File: config.mk
export PLATFORM = sky130hd
export DESIGN_NAME = button_gesture_classifier
export DESIGN_NICKNAME = d
export VERILOG_FILES = /design/src/sv/bgc_pkg.sv /design/src/sv/bgc_ram.sv /design/src/sv/button_gesture_classifier.sv
export SDC_FILE = /design/constraint.sdc
export NUM_CORES = 1
export LEC_CHECK = 0
export ABC_CLOCK_PERIOD_IN_PS = 9850
export BUFFER_PORTS_ARGS = -buffer_cell sky130_fd_sc_hd__buf_4
export CORE_ASPECT_RATIO = 1.5
export CORE_UTILIZATION = 45
export CTS_CLUSTER_DIAMETER = 50
export CTS_CLUSTER_SIZE = 24
export DETAILED_ROUTE_END_ITERATION = 7
export GPL_TIMING_DRIVEN = 0
export MAX_ROUTING_LAYER = met4
export SYNTH_ARGS = -nofsm -noshare
export SYNTH_HDL_FRONTEND = slang
export SYNTH_SLANG_ARGS = --single-unit
File: constraint.sdc
create_clock -name clk -period 9.85 [get_ports clk]
set_input_delay 0.985 -clock clk [delete_from_list [all_inputs] [get_ports clk]]
set_output_delay 0.985 -clock clk [all_outputs]
set_load 0.05 [all_outputs]
File: src/sv/bgc_pkg.sv
package bgc_pkg;

  localparam int BUTTONS = 4;
  localparam int BTN_AW  = (BUTTONS > 1) ? $clog2(BUTTONS) : 1;

  localparam logic [3:0] G_PRESS         = 4'd0;
  localparam logic [3:0] G_SINGLE        = 4'd1;
  localparam logic [3:0] G_DOUBLE        = 4'd2;
  localparam logic [3:0] G_TRIPLE        = 4'd3;
  localparam logic [3:0] G_LONG1         = 4'd4;
  localparam logic [3:0] G_LONG2         = 4'd5;
  localparam logic [3:0] G_HOLD_ON       = 4'd6;
  localparam logic [3:0] G_RELEASE       = 4'd7;
  localparam logic [3:0] G_HOLD_OFF      = 4'd8;
  localparam logic [3:0] G_HOLD_OFF1     = 4'd9;
  localparam logic [3:0] G_HOLD_OFF2     = 4'd10;
  localparam logic [3:0] G_HOLD_OFF_LONG = 4'd11;

  localparam logic [8:0] IDLE_T0 = 9'd10;
  localparam logic [8:0] IDLE_T1 = 9'd100;
  localparam logic [8:0] IDLE_T2 = 9'd200;

  localparam logic [2:0] REG_PRESS_DEBOUNCE    = 3'd0;
  localparam logic [2:0] REG_RELEASE_DEBOUNCE  = 3'd1;
  localparam logic [2:0] REG_SINGLE_PRESS_MAX  = 3'd2;
  localparam logic [2:0] REG_LONG_PRESS_FIRST  = 3'd3;
  localparam logic [2:0] REG_LONG_PRESS_SECOND = 3'd4;
  localparam logic [2:0] REG_HOLD_ON_TICKS     = 3'd5;
  localparam logic [2:0] REG_CLICK_WINDOW      = 3'd6;
  localparam logic [2:0] REG_IDLE_LONG_TICKS   = 3'd7;

  typedef struct packed {
    logic [3:0] button;
    logic       level_released;
  } in_t;

  typedef struct packed {
    logic [3:0]  gesture;
    logic [15:0] press_time;
  } out_t;

  typedef struct packed {
    logic [3:0]  gesture_state;
    logic [8:0]  release_ticks;
    logic [15:0] press_ticks;
    logic [5:0]  window_ticks;
    logic [7:0]  click_count;
    logic        sampling;
  } btn_state_t;

  localparam int STATE_W = $bits(btn_state_t);

  localparam btn_state_t STATE_RESET = '{
    gesture_state: G_RELEASE,
    release_ticks: 9'd0,
    press_ticks:   16'd0,
    window_ticks:  6'd0,
    click_count:   8'd0,
    sampling:      1'b0
  };

  typedef struct packed {
    logic [7:0]  press_debounce;
    logic [7:0]  release_debounce;
    logic [9:0]  single_press_max;
    logic [15:0] long_press_first;
    logic [15:0] long_press_second;
    logic [15:0] hold_on_ticks;
    logic [5:0]  click_window;
    logic [8:0]  idle_long_ticks;
  } cfg_regs_t;

  localparam cfg_regs_t CFG_RESET = '{
    press_debounce:    8'd2,
    release_debounce:  8'd2,
    single_press_max:  10'd10,
    long_press_first:  16'd200,
    long_press_second: 16'd300,
    hold_on_ticks:     16'd1000,
    click_window:      6'd40,
    idle_long_ticks:   9'd400
  };

endpackage

File: src/sv/bgc_ram.sv
module bgc_ram #(
  parameter int WIDTH = 8,
  parameter int DEPTH = 4,
  parameter int AW    = (DEPTH > 1) ? $clog2(DEPTH) : 1
) (
  input  logic             clk,
  input  logic             we,
  input  logic [AW-1:0]    waddr,
  input  logic [WIDTH-1:0] wdata,
  input  logic             re,
  input  logic [AW-1:0]    raddr,
  output logic [WIDTH-1:0] rdata
);

  logic [WIDTH-1:0] mem [DEPTH];

  always_ff @(posedge clk) begin
    if (we) begin
      mem[waddr] <= wdata;
    end
    if (re) begin
      rdata <= mem[raddr];
    end
  end

endmodule

File: src/sv/button_gesture_classifier.sv
// Button gesture classifier.
// in_valid/in_stall/in_data: one sample tick per request, button index and
//   level (1 = released). A request is taken when in_valid is high and
//   in_stall is low.
// out_valid/out_stall/out_data: one result per request, in order: the
//   button's new gesture code and its press time.
// cfg_valid/cfg_ready/cfg_index/cfg_data: register writes, always ready;
//   write only while no request is in flight.
// The result is registered after the compute stage. Throughput: one request
//   per cycle unless in_stall is high; per-button state sits in a RAM read
//   in the cycle before a single read-modify-write stage, with the previous
//   write forwarded when back-to-back requests hit the same button.
// Reset: registers take their defaults and every button reads as released
//   with zeroed counters; no clearing pass is needed.
// Out-of-range button index: result is release with press time 0, no
//   state change.
// While out_stall holds a result, one more request still enters the
//   compute stage; in_stall rises only when that stage is also full.
module button_gesture_classifier (
  input  logic               clk,
  input  logic               rst,
  input  logic               in_valid,
  output logic               in_stall,
  input  bgc_pkg::in_t       in_data,
  output logic               out_valid,
  input  logic               out_stall,
  output bgc_pkg::out_t      out_data,
  input  logic               cfg_valid,
  output logic               cfg_ready,
  input  logic [2:0]         cfg_index,
  input  logic [15:0]        cfg_data
);

  bgc_pkg::cfg_regs_t cfg;

  logic                       s1_valid;
  logic                       s1_in_range;
  logic                       s1_level;
  logic [bgc_pkg::BTN_AW-1:0] s1_addr;
  logic                       s1_byp;
  logic                       s1_adv;
  logic                       in_accept;
  logic                       in_range;
  logic [bgc_pkg::BTN_AW-1:0] in_addr;

  logic                       ram_we;
  logic [bgc_pkg::STATE_W-1:0] ram_rdata;
  bgc_pkg::btn_state_t        fwd_state;
  logic [bgc_pkg::BUTTONS-1:0] entry_valid;

  bgc_pkg::btn_state_t cur;
  bgc_pkg::btn_state_t state_next;
  bgc_pkg::out_t       result;

  assign cfg_ready = 1'b1;

  always_ff @(posedge clk) begin
    if (rst) begin
      cfg <= bgc_pkg::CFG_RESET;
    end else if (cfg_valid) begin
      unique case (cfg_index)
        bgc_pkg::REG_PRESS_DEBOUNCE:    cfg.press_debounce    <= cfg_data[7:0];
        bgc_pkg::REG_RELEASE_DEBOUNCE:  cfg.release_debounce  <= cfg_data[7:0];
        bgc_pkg::REG_SINGLE_PRESS_MAX:  cfg.single_press_max  <= cfg_data[9:0];
        bgc_pkg::REG_LONG_PRESS_FIRST:  cfg.long_press_first  <= cfg_data;
        bgc_pkg::REG_LONG_PRESS_SECOND: cfg.long_press_second <= cfg_data;
        bgc_pkg::REG_HOLD_ON_TICKS:     cfg.hold_on_ticks     <= cfg_data;
        bgc_pkg::REG_CLICK_WINDOW:      cfg.click_window      <= cfg_data[5:0];
        bgc_pkg::REG_IDLE_LONG_TICKS:   cfg.idle_long_ticks   <= cfg_data[8:0];
        default: ;
      endcase
    end
  end

  // pipeline control
  assign s1_adv    = !out_valid || !out_stall;
  assign in_stall  = s1_valid && !s1_adv;
  assign in_accept = in_valid && !in_stall;
  assign in_range  = {1'b0, in_data.button} < 5'(bgc_pkg::BUTTONS);
  assign in_addr   = in_data.button[bgc_pkg::BTN_AW-1:0];
  assign ram_we    = s1_valid && s1_adv && s1_in_range;

  bgc_ram #(
    .WIDTH (bgc_pkg::STATE_W),
    .DEPTH (bgc_pkg::BUTTONS)
  ) u_state_ram (
    .clk   (clk),
    .we    (ram_we),
    .waddr (s1_addr),
    .wdata (state_next),
    .re    (in_accept),
    .raddr (in_addr),
    .rdata (ram_rdata)
  );

  always_ff @(posedge clk) begin
    if (rst) begin
      s1_valid    <= 1'b0;
      entry_valid <= '0;
    end else begin
      if (in_accept) begin
        s1_valid <= 1'b1;
      end else if (s1_adv) begin
        s1_valid <= 1'b0;
      end
      if (ram_we) begin
        entry_valid[s1_addr] <= 1'b1;
      end
    end
  end

  always_ff @(posedge clk) begin
    if (in_accept) begin
      s1_in_range <= in_range;
      s1_level    <= in_data.level_released;
      s1_addr     <= in_addr;
      s1_byp      <= ram_we && (s1_addr == in_addr);
    end
    if (ram_we) begin
      fwd_state <= state_next;
    end
  end

  always_comb begin
    if (s1_byp) begin
      cur = fwd_state;
    end else if (entry_valid[s1_addr]) begin
      cur = bgc_pkg::btn_state_t'(ram_rdata);
    end else begin
      cur = bgc_pkg::STATE_RESET;
    end
  end

  always_comb begin
    logic [3:0]  st;
    logic [8:0]  rt;
    logic [15:0] pt;
    logic [5:0]  wt;
    logic [7:0]  cc;
    logic        smp;
    st  = cur.gesture_state;
    rt  = cur.release_ticks;
    pt  = cur.press_ticks;
    wt  = cur.window_ticks;
    cc  = cur.click_count;
    smp = cur.sampling;

    if (s1_level) begin
      if (st <= bgc_pkg::G_HOLD_ON) begin
        if (rt >= {1'b0, cfg.release_debounce}) st = bgc_pkg::G_RELEASE;
      end else if (st == bgc_pkg::G_RELEASE) begin
        if (rt >= bgc_pkg::IDLE_T0) st = bgc_pkg::G_HOLD_OFF;
      end else if (st == bgc_pkg::G_HOLD_OFF) begin
        if (rt >= bgc_pkg::IDLE_T1) st = bgc_pkg::G_HOLD_OFF1;
      end else if (st == bgc_pkg::G_HOLD_OFF1) begin
        if (rt >= bgc_pkg::IDLE_T2) st = bgc_pkg::G_HOLD_OFF2;
      end else if (st == bgc_pkg::G_HOLD_OFF2) begin
        if (rt >= cfg.idle_long_ticks) st = bgc_pkg::G_HOLD_OFF_LONG;
      end
      if (rt < cfg.idle_long_ticks) rt = rt + 9'd1;
      pt = 16'd0;
    end else begin
      if (st == bgc_pkg::G_RELEASE) begin
        rt = 9'd0;
        if ({2'b00, wt} >= cfg.press_debounce) begin
          st = bgc_pkg::G_PRESS;
          if (cc != 8'hFF) cc = cc + 8'd1;
        end
        smp = 1'b1;
      end else if (st >= bgc_pkg::G_HOLD_OFF && st <= bgc_pkg::G_HOLD_OFF_LONG) begin
        st = bgc_pkg::G_RELEASE;
      end
      if (pt != 16'hFFFF) pt = pt + 16'd1;
    end

    if (smp && wt != 6'd63) wt = wt + 6'd1;
    if (wt >= cfg.click_window) begin
      if (cc == 8'd1 && pt <= {6'd0, cfg.single_press_max}) st = bgc_pkg::G_SINGLE;
      if (cc == 8'd2) st = bgc_pkg::G_DOUBLE;
      if (cc == 8'd3) st = bgc_pkg::G_TRIPLE;
      cc  = 8'd0;
      wt  = 6'd0;
      smp = 1'b0;
    end

    priority if (pt >= cfg.hold_on_ticks) begin
      st = bgc_pkg::G_HOLD_ON;
    end else if (pt >= cfg.long_press_second) begin
      st = bgc_pkg::G_LONG2;
    end else if (pt >= cfg.long_press_first) begin
      st = bgc_pkg::G_LONG1;
    end else begin
      st = st;
    end

    state_next.gesture_state = st;
    state_next.release_ticks = rt;
    state_next.press_ticks   = pt;
    state_next.window_ticks  = wt;
    state_next.click_count   = cc;
    state_next.sampling      = smp;

    if (s1_in_range) begin
      result.gesture    = st;
      result.press_time = pt;
    end else begin
      result.gesture    = bgc_pkg::G_RELEASE;
      result.press_time = 16'd0;
    end
  end

  always_ff @(posedge clk) begin
    if (rst) begin
      out_valid <= 1'b0;
    end else if (s1_valid && s1_adv) begin
      out_valid <= 1'b1;
    end else if (!out_stall) begin
      out_valid <= 1'b0;
    end
  end

  always_ff @(posedge clk) begin
    if (s1_valid && s1_adv) begin
      out_data <= result;
    end
  end

`ifndef NO_ASSERTIONS
  a_stall_only_when_full: assert property (@(posedge clk) disable iff (rst)
    in_stall |-> (s1_valid && out_valid && out_stall))
    else $error("input stalled with a free stage");

  a_accept_fills_stage: assert property (@(posedge clk) disable iff (rst)
    in_accept |=> s1_valid)
    else $error("accepted request lost before compute stage");

  a_write_in_range: assert property (@(posedge clk) disable iff (rst)
    ram_we |-> (s1_valid && s1_in_range))
    else $error("state write for out-of-range button");

  a_out_of_range_result: assert property (@(posedge clk) disable iff (rst)
    (s1_valid && s1_adv && !s1_in_range) |=>
      (out_valid && out_data.gesture == bgc_pkg::G_RELEASE && out_data.press_time == 16'd0))
    else $error("out-of-range button gave wrong result");
`endif

endmodule

# Word-level counts from Yosys, hierarchy flattened
# Memories as Yosys holds them, arrays and structs flattened. A register that Yosys moved wholly into a read port is not among the register bits.
# Index checks and enable logic that the tools add are counted.
# totals
ram_bits	176
out_inout_bits	23
memories	1
ff_bits	164
# op_classes
n_lt_le_gt_ge	18
addsub	4
n_bitwise	1
n_reduce_logical	24
eq_ne	19
muxes	48
# memory_table
name	words	width	read_ports	rd_clocked_by_memory_dff	write_ports	line_no	source
u_state_ram.mem	4	44	1	1	1	bgc_ram.sv:15	logic [WIDTH-1:0] mem [DEPTH];
# op_table
op	n
$mux W44	2
$mux W4	21
$ge A16 B16 Y1	3
$mux W8	5
$mux W16	2
$mux W9	3
$add A16 B1 Y16 const B	1
$eq A8 B2 Y1 const B	2
$le A16 B10 Y1	1
$ne A16 B16 Y1 const B	1
$reduce_and A2 Y1	8
$eq A3 B3 Y1 const B	4
$eq A4 B4 Y1 const B	3
$mux W6	2
$mux W1	11
$add A9 B1 Y9 const B	1
$ge A9 B4 Y1 const B	1
$ge A9 B7 Y1 const B	1
$ge A9 B8 Y1	1
$ge A9 B8 Y1 const B	1
$ge A9 B9 Y1	1
$logic_and A1 B1 Y1	9
$lt A9 B9 Y1	1
$add A8 B1 Y8 const B	1
24 further kinds	28

# Longest topological paths before layout
# depth
depth_word	19
ltp_mapped	30

# Modules after synthesis
# From an unflattened synthesis, not the netlist that was laid out.
# unflattened
cells_unflattened	1498
hier_area_um2	18141.1
# modules_own_cells
module	area_per_inst_um2	cells_each	n_inst
button_gesture_classifier	10381.2	1220	1
bgc_ram	7759.9	278	1

# Worst setup path after synthesis
# OpenSTA, ideal clock, no wires.
# synth_timing
path_type	register -> register
from	register s1_byp
to	register fwd_state[43] (netlist name) (data pin)
n_path_buf	7
t_required_ns	9.583
setup_ns	0.267
t_arrival_ns	5.545
stages_incl_launch_ff	29
setup_slack_ns	4.038
cell_sequence	edfxtp_1 > buf_2 > buf_2 > buf_2 > buf_2 > buf_2 > buf_2 > buf_1 > nand2_1 > o21ai_0 > ha_1 > inv_1 > a211oi_1 > a32oi_1 > or3_4 > nor2_1 > nor2_1 > nor3_1 > ha_1 > nor2b_1 > o21a_1 > o21a_1 > o21ai_0 > a21oi_1 > o21ai_0 > nand4b_1 > o21a_1 > nor2_2 > and3b_1
# synth_rtl
item	line_no	source
from (decl)	button_gesture_classifier.sv:40	logic s1_byp;
from (signal assigned)	button_gesture_classifier.sv:117	s1_byp <= ram_we && (s1_addr == in_addr);
to (signal assigned)	button_gesture_classifier.sv:120	fwd_state <= state_next;
to (decl)	button_gesture_classifier.sv:48	bgc_pkg::btn_state_t fwd_state;

==> flow_summary_export.csv <==
group,metric,value,unit
timing,post-route-period-util,92.7,%
clock_tree,h-tree-depth,1,
clock_tree,clock-sinks,384,
clock_tree,clock_path_buffers,3,
drt,route.top_layer_used,"met4",
drt,wl_per_cell,23.1,um
global_routing,grt-ovfl-total,0,
synth,yosys_register_bits,384,
power,power.density,171,nW/um^2
synth,syn_area,18000,um^2
drt,drt-total-wl,48700,um
layout,layout.nets,1701,
critical_path,crit_path_start_kind,"flop",
die,die_x,165,um
drt,drt-met1-wl,18400,um
timing,setup_tns,0,ps
die,die_h,247,um
timing,rsz0062_at_grt,"false",
power,switching_share,26.7,%
critical_path,max_stage_delay,1000,ps
layout,antenna_cells,0,
power,seqPwrFrac,51.8,%
synth,synth_cell_types,89,
layout,area_growth,13.4,%
timing,fmax,0.110,GHz
global_routing,grt_pass1_vias,12300,
global_routing,grt_use_total,25.5,%
clock_tree,cts_hold_buffers,0,
die,rows,89,
timing,setup_violations,0,
clock_tree,clk_pin_slew,80,ps
layout,fillCellCount,3492,
synth,synth_warnings,0,
timing,drv_slew,0,
die,die-area,40800,um^2
drt,first_pass_iters,8,
drt,met2_length,26000,um
drt,drc,2,
power,intPower,2.55,mW
place,port_buffers,41,
clock_tree,cts_resized,0,
timing,worst_pin_slew,1310,ps
drt,num_vias,12200,
critical_path,crit_arrival,9480,ps
min_path,hold_start,"cfg[41]",
synth,syn_avg_cell_area,12.1,um^2
drt,viasPerCell,5.80,
power,combPwrFrac,8.6,%
critical_path,critPathBufInv,8,
clock_tree,cts_root_buffer,"clkbuf_16",
layout,multi_input_area,6820,um^2
critical_path,r2r-start,"s1_byp",
min_path,hp-class,"flop to flop",
timing,slew_headroom,12.3,%
critical_path,cpMostUsedCell,"buf_2",
drt,postRouteAntennaNets,0,
critical_path,critPathSlowestCell,"nor2_1",
layout,final_core_util,51.7,%
synth,yosysSeqAreaShare,58.8,%
drt,met3_length,1950,um
synth,synth_top_flop_cell,"edfxtp_1",
clock_tree,insertion_delay,600,ps
die,core-area,39400,um^2
global_routing,antenna_found_initial,0,
clock_tree,post_cts_buffers,0,
critical_path,critPathTopFamily,"compound AO/OA/AOI/OAI gates",
timing,fin_crit,9130,ps
critical_path,critPathRequiredTime,10200,ps
flow_run,maxCapViolations,0,
run_status,status,"finished with violations",
synth,syn_nets,1611,
global_routing,grt_max_degree,36,
critical_path,cp-end-kind,"flop",
place,dp_hpwl,35900,um
timing,finClkSkew,21.3,ps
clock_tree,cts_made_buffers,31,
place,gp_congestion,0.958,
power,ir_worst_vdd,0.000149,V
critical_path,critPathLaunch,"s1_byp",
layout,layout-drive-gt1-share,13.7,%
power,power.leakage,7.25,nW
timing,hold_violations,0,
drt,drtIter0Drc,770,
power,p_sw,0.930,mW
global_routing,grt_pass1_wl,73800,um
die,start_util,45.6,%
clock_tree,cts_tree,"done",
critical_path,critPathKind,"flop to flop",
critical_path,worstPathMaxFanout,10,
run_status,failed_checks,"DRC",
die,pin_count,52,
synth,synth_edf_count,289,
layout,seqCellArea,10600,um^2
synth,async_flop_share,0,%
power,power_frac_clock,39.6,%
synth,syn-instance-count,1490,
==> per-layer routing <==
metal  vias up  global-route usage (%)
met4         0                    11.9
met5         -                       -
met3       117                    2.21
li1       5716                       -
met2       345                    45.6
met1      6026                    28.3
==> power groups by stage <==
stage	clock network [mW]	registers [mW]	logic, mW
3_3_place_gp	0	1.84	0.286
4_1_cts	1.40	1.80	0.300
3_5_place_dp	0	1.84	0.300
2_1_floorplan	0	1.85	0.177
5_1_grt	1.45	1.81	0.325
6_report	1.38	1.80	0.300
==> final cells by class <==
type | count | share of cell area [%]
Multi-Input combinational cell | 945 | 33.4
Clock inverter | 25 | 1.85
Inverter | 96 | 1.77
Buffer | 65 | 1.45
Clock buffer | 32 | 3.82
Timing Repair Buffer | 57 | 2.77
Tap cell | 500 | 3.07
Sequential cell | 384 | 51.9
==> cell usage after synthesis (all sizes together), types with 21 or more instances <==
library cell  number  area [um^2]
ha                92         1150
nand2            197          739
inv               95          357
edfxtp           289         8680
nor2              94          358
nor3              29          145
o21ai             49          260
dfxtp             95         1900
clkbuf            46          179
a21oi             92          464
nand3             36          180
mux4              45         1010
and2              21          131
==> sequential cells by signal (all words and copies together), names as in the netlist <==
signal,flops
s1_byp,1
out_valid,1
u_state_ram.rdata,44
s1_in_range,1
s1_level,1
out_data,20
cfg,89
u_state_ram.mem,176
s1_addr,2
entry_valid,4
fwd_state,44
s1_valid,1
==> worst register-to-register path: cells and delay by family (launching register included) <==
family | cells | cell delay (ps)
AO/OA/AOI/OAI | 11 | 3090
buffers and inverters | 8 | 2650
AND/OR/NAND/NOR | 7 | 1960
adder cells (fa/ha/maj) | 2 | 690
flip-flops | 1 | 390
XOR/XNOR | 1 | 130
==> cells by family after synthesis <==
group | count (synthesis) | synth area share [%]
muxes | 58 | 6.42
buffers and inverters | 161 | 3.64
adders and majority gates | 92 | 6.40
and+or+nand+nor | 482 | 12.7
AOI/OAI and AO/OA | 294 | 11.1
DFF | 384 | 58.8
xor gates and xnor gates | 18 | 0.876
other | 1 | 0.0208
==> placed cells by master (no fill, tap or decap), types with 12 or more instances in the layout <==
| cell type | instances |
|---|---|
| a211o_1 | 17 |
| a21o_1 | 14 |
| a21oi_1 | 91 |
| a22o_1 | 14 |
| a31oi_1 | 18 |
| and2_1 | 21 |
| and3_1 | 12 |
| buf_4 | 43 |
| clkbuf_1 | 42 |
| clkbuf_16 | 31 |
| dfxtp_1 | 95 |
| edfxtp_1 | 289 |
| ha_1 | 92 |
| inv_1 | 93 |
| mux4_2 | 45 |
| nand2_1 | 197 |
| nand2b_1 | 15 |
| nand3_1 | 36 |
| nand4_1 | 15 |
| nor2_1 | 90 |
| nor2b_1 | 12 |
| nor3_1 | 27 |
| o21ai_0 | 46 |
| xnor2_1 | 13 |
==> per-stage QoR <==
stage	cells	setup WS [ps]	area, um^2	hold slack [ps]	total power [mW]
2_1_floorplan	1490	4040	18000	431	2.02
3_3_place_gp	2031	572	18900	442	2.13
3_5_place_dp	2047	972	19200	446	2.14
4_1_cts	2104	889	20400	459	3.50
5_1_grt	2104	139	20400	476	3.59
6_report	2104	719	20400	456	3.48
==> worst paths after layout <==
path         slack [ps]                      to  cells past startpoint
max                 720  u_state_ram.mem[3][40]                     29
min reg2reg         460                 cfg[41]                      2
min                 460                 cfg[41]                      2
max reg2reg         720  u_state_ram.mem[3][40]                     29
(Power assumes the default switching activity.)
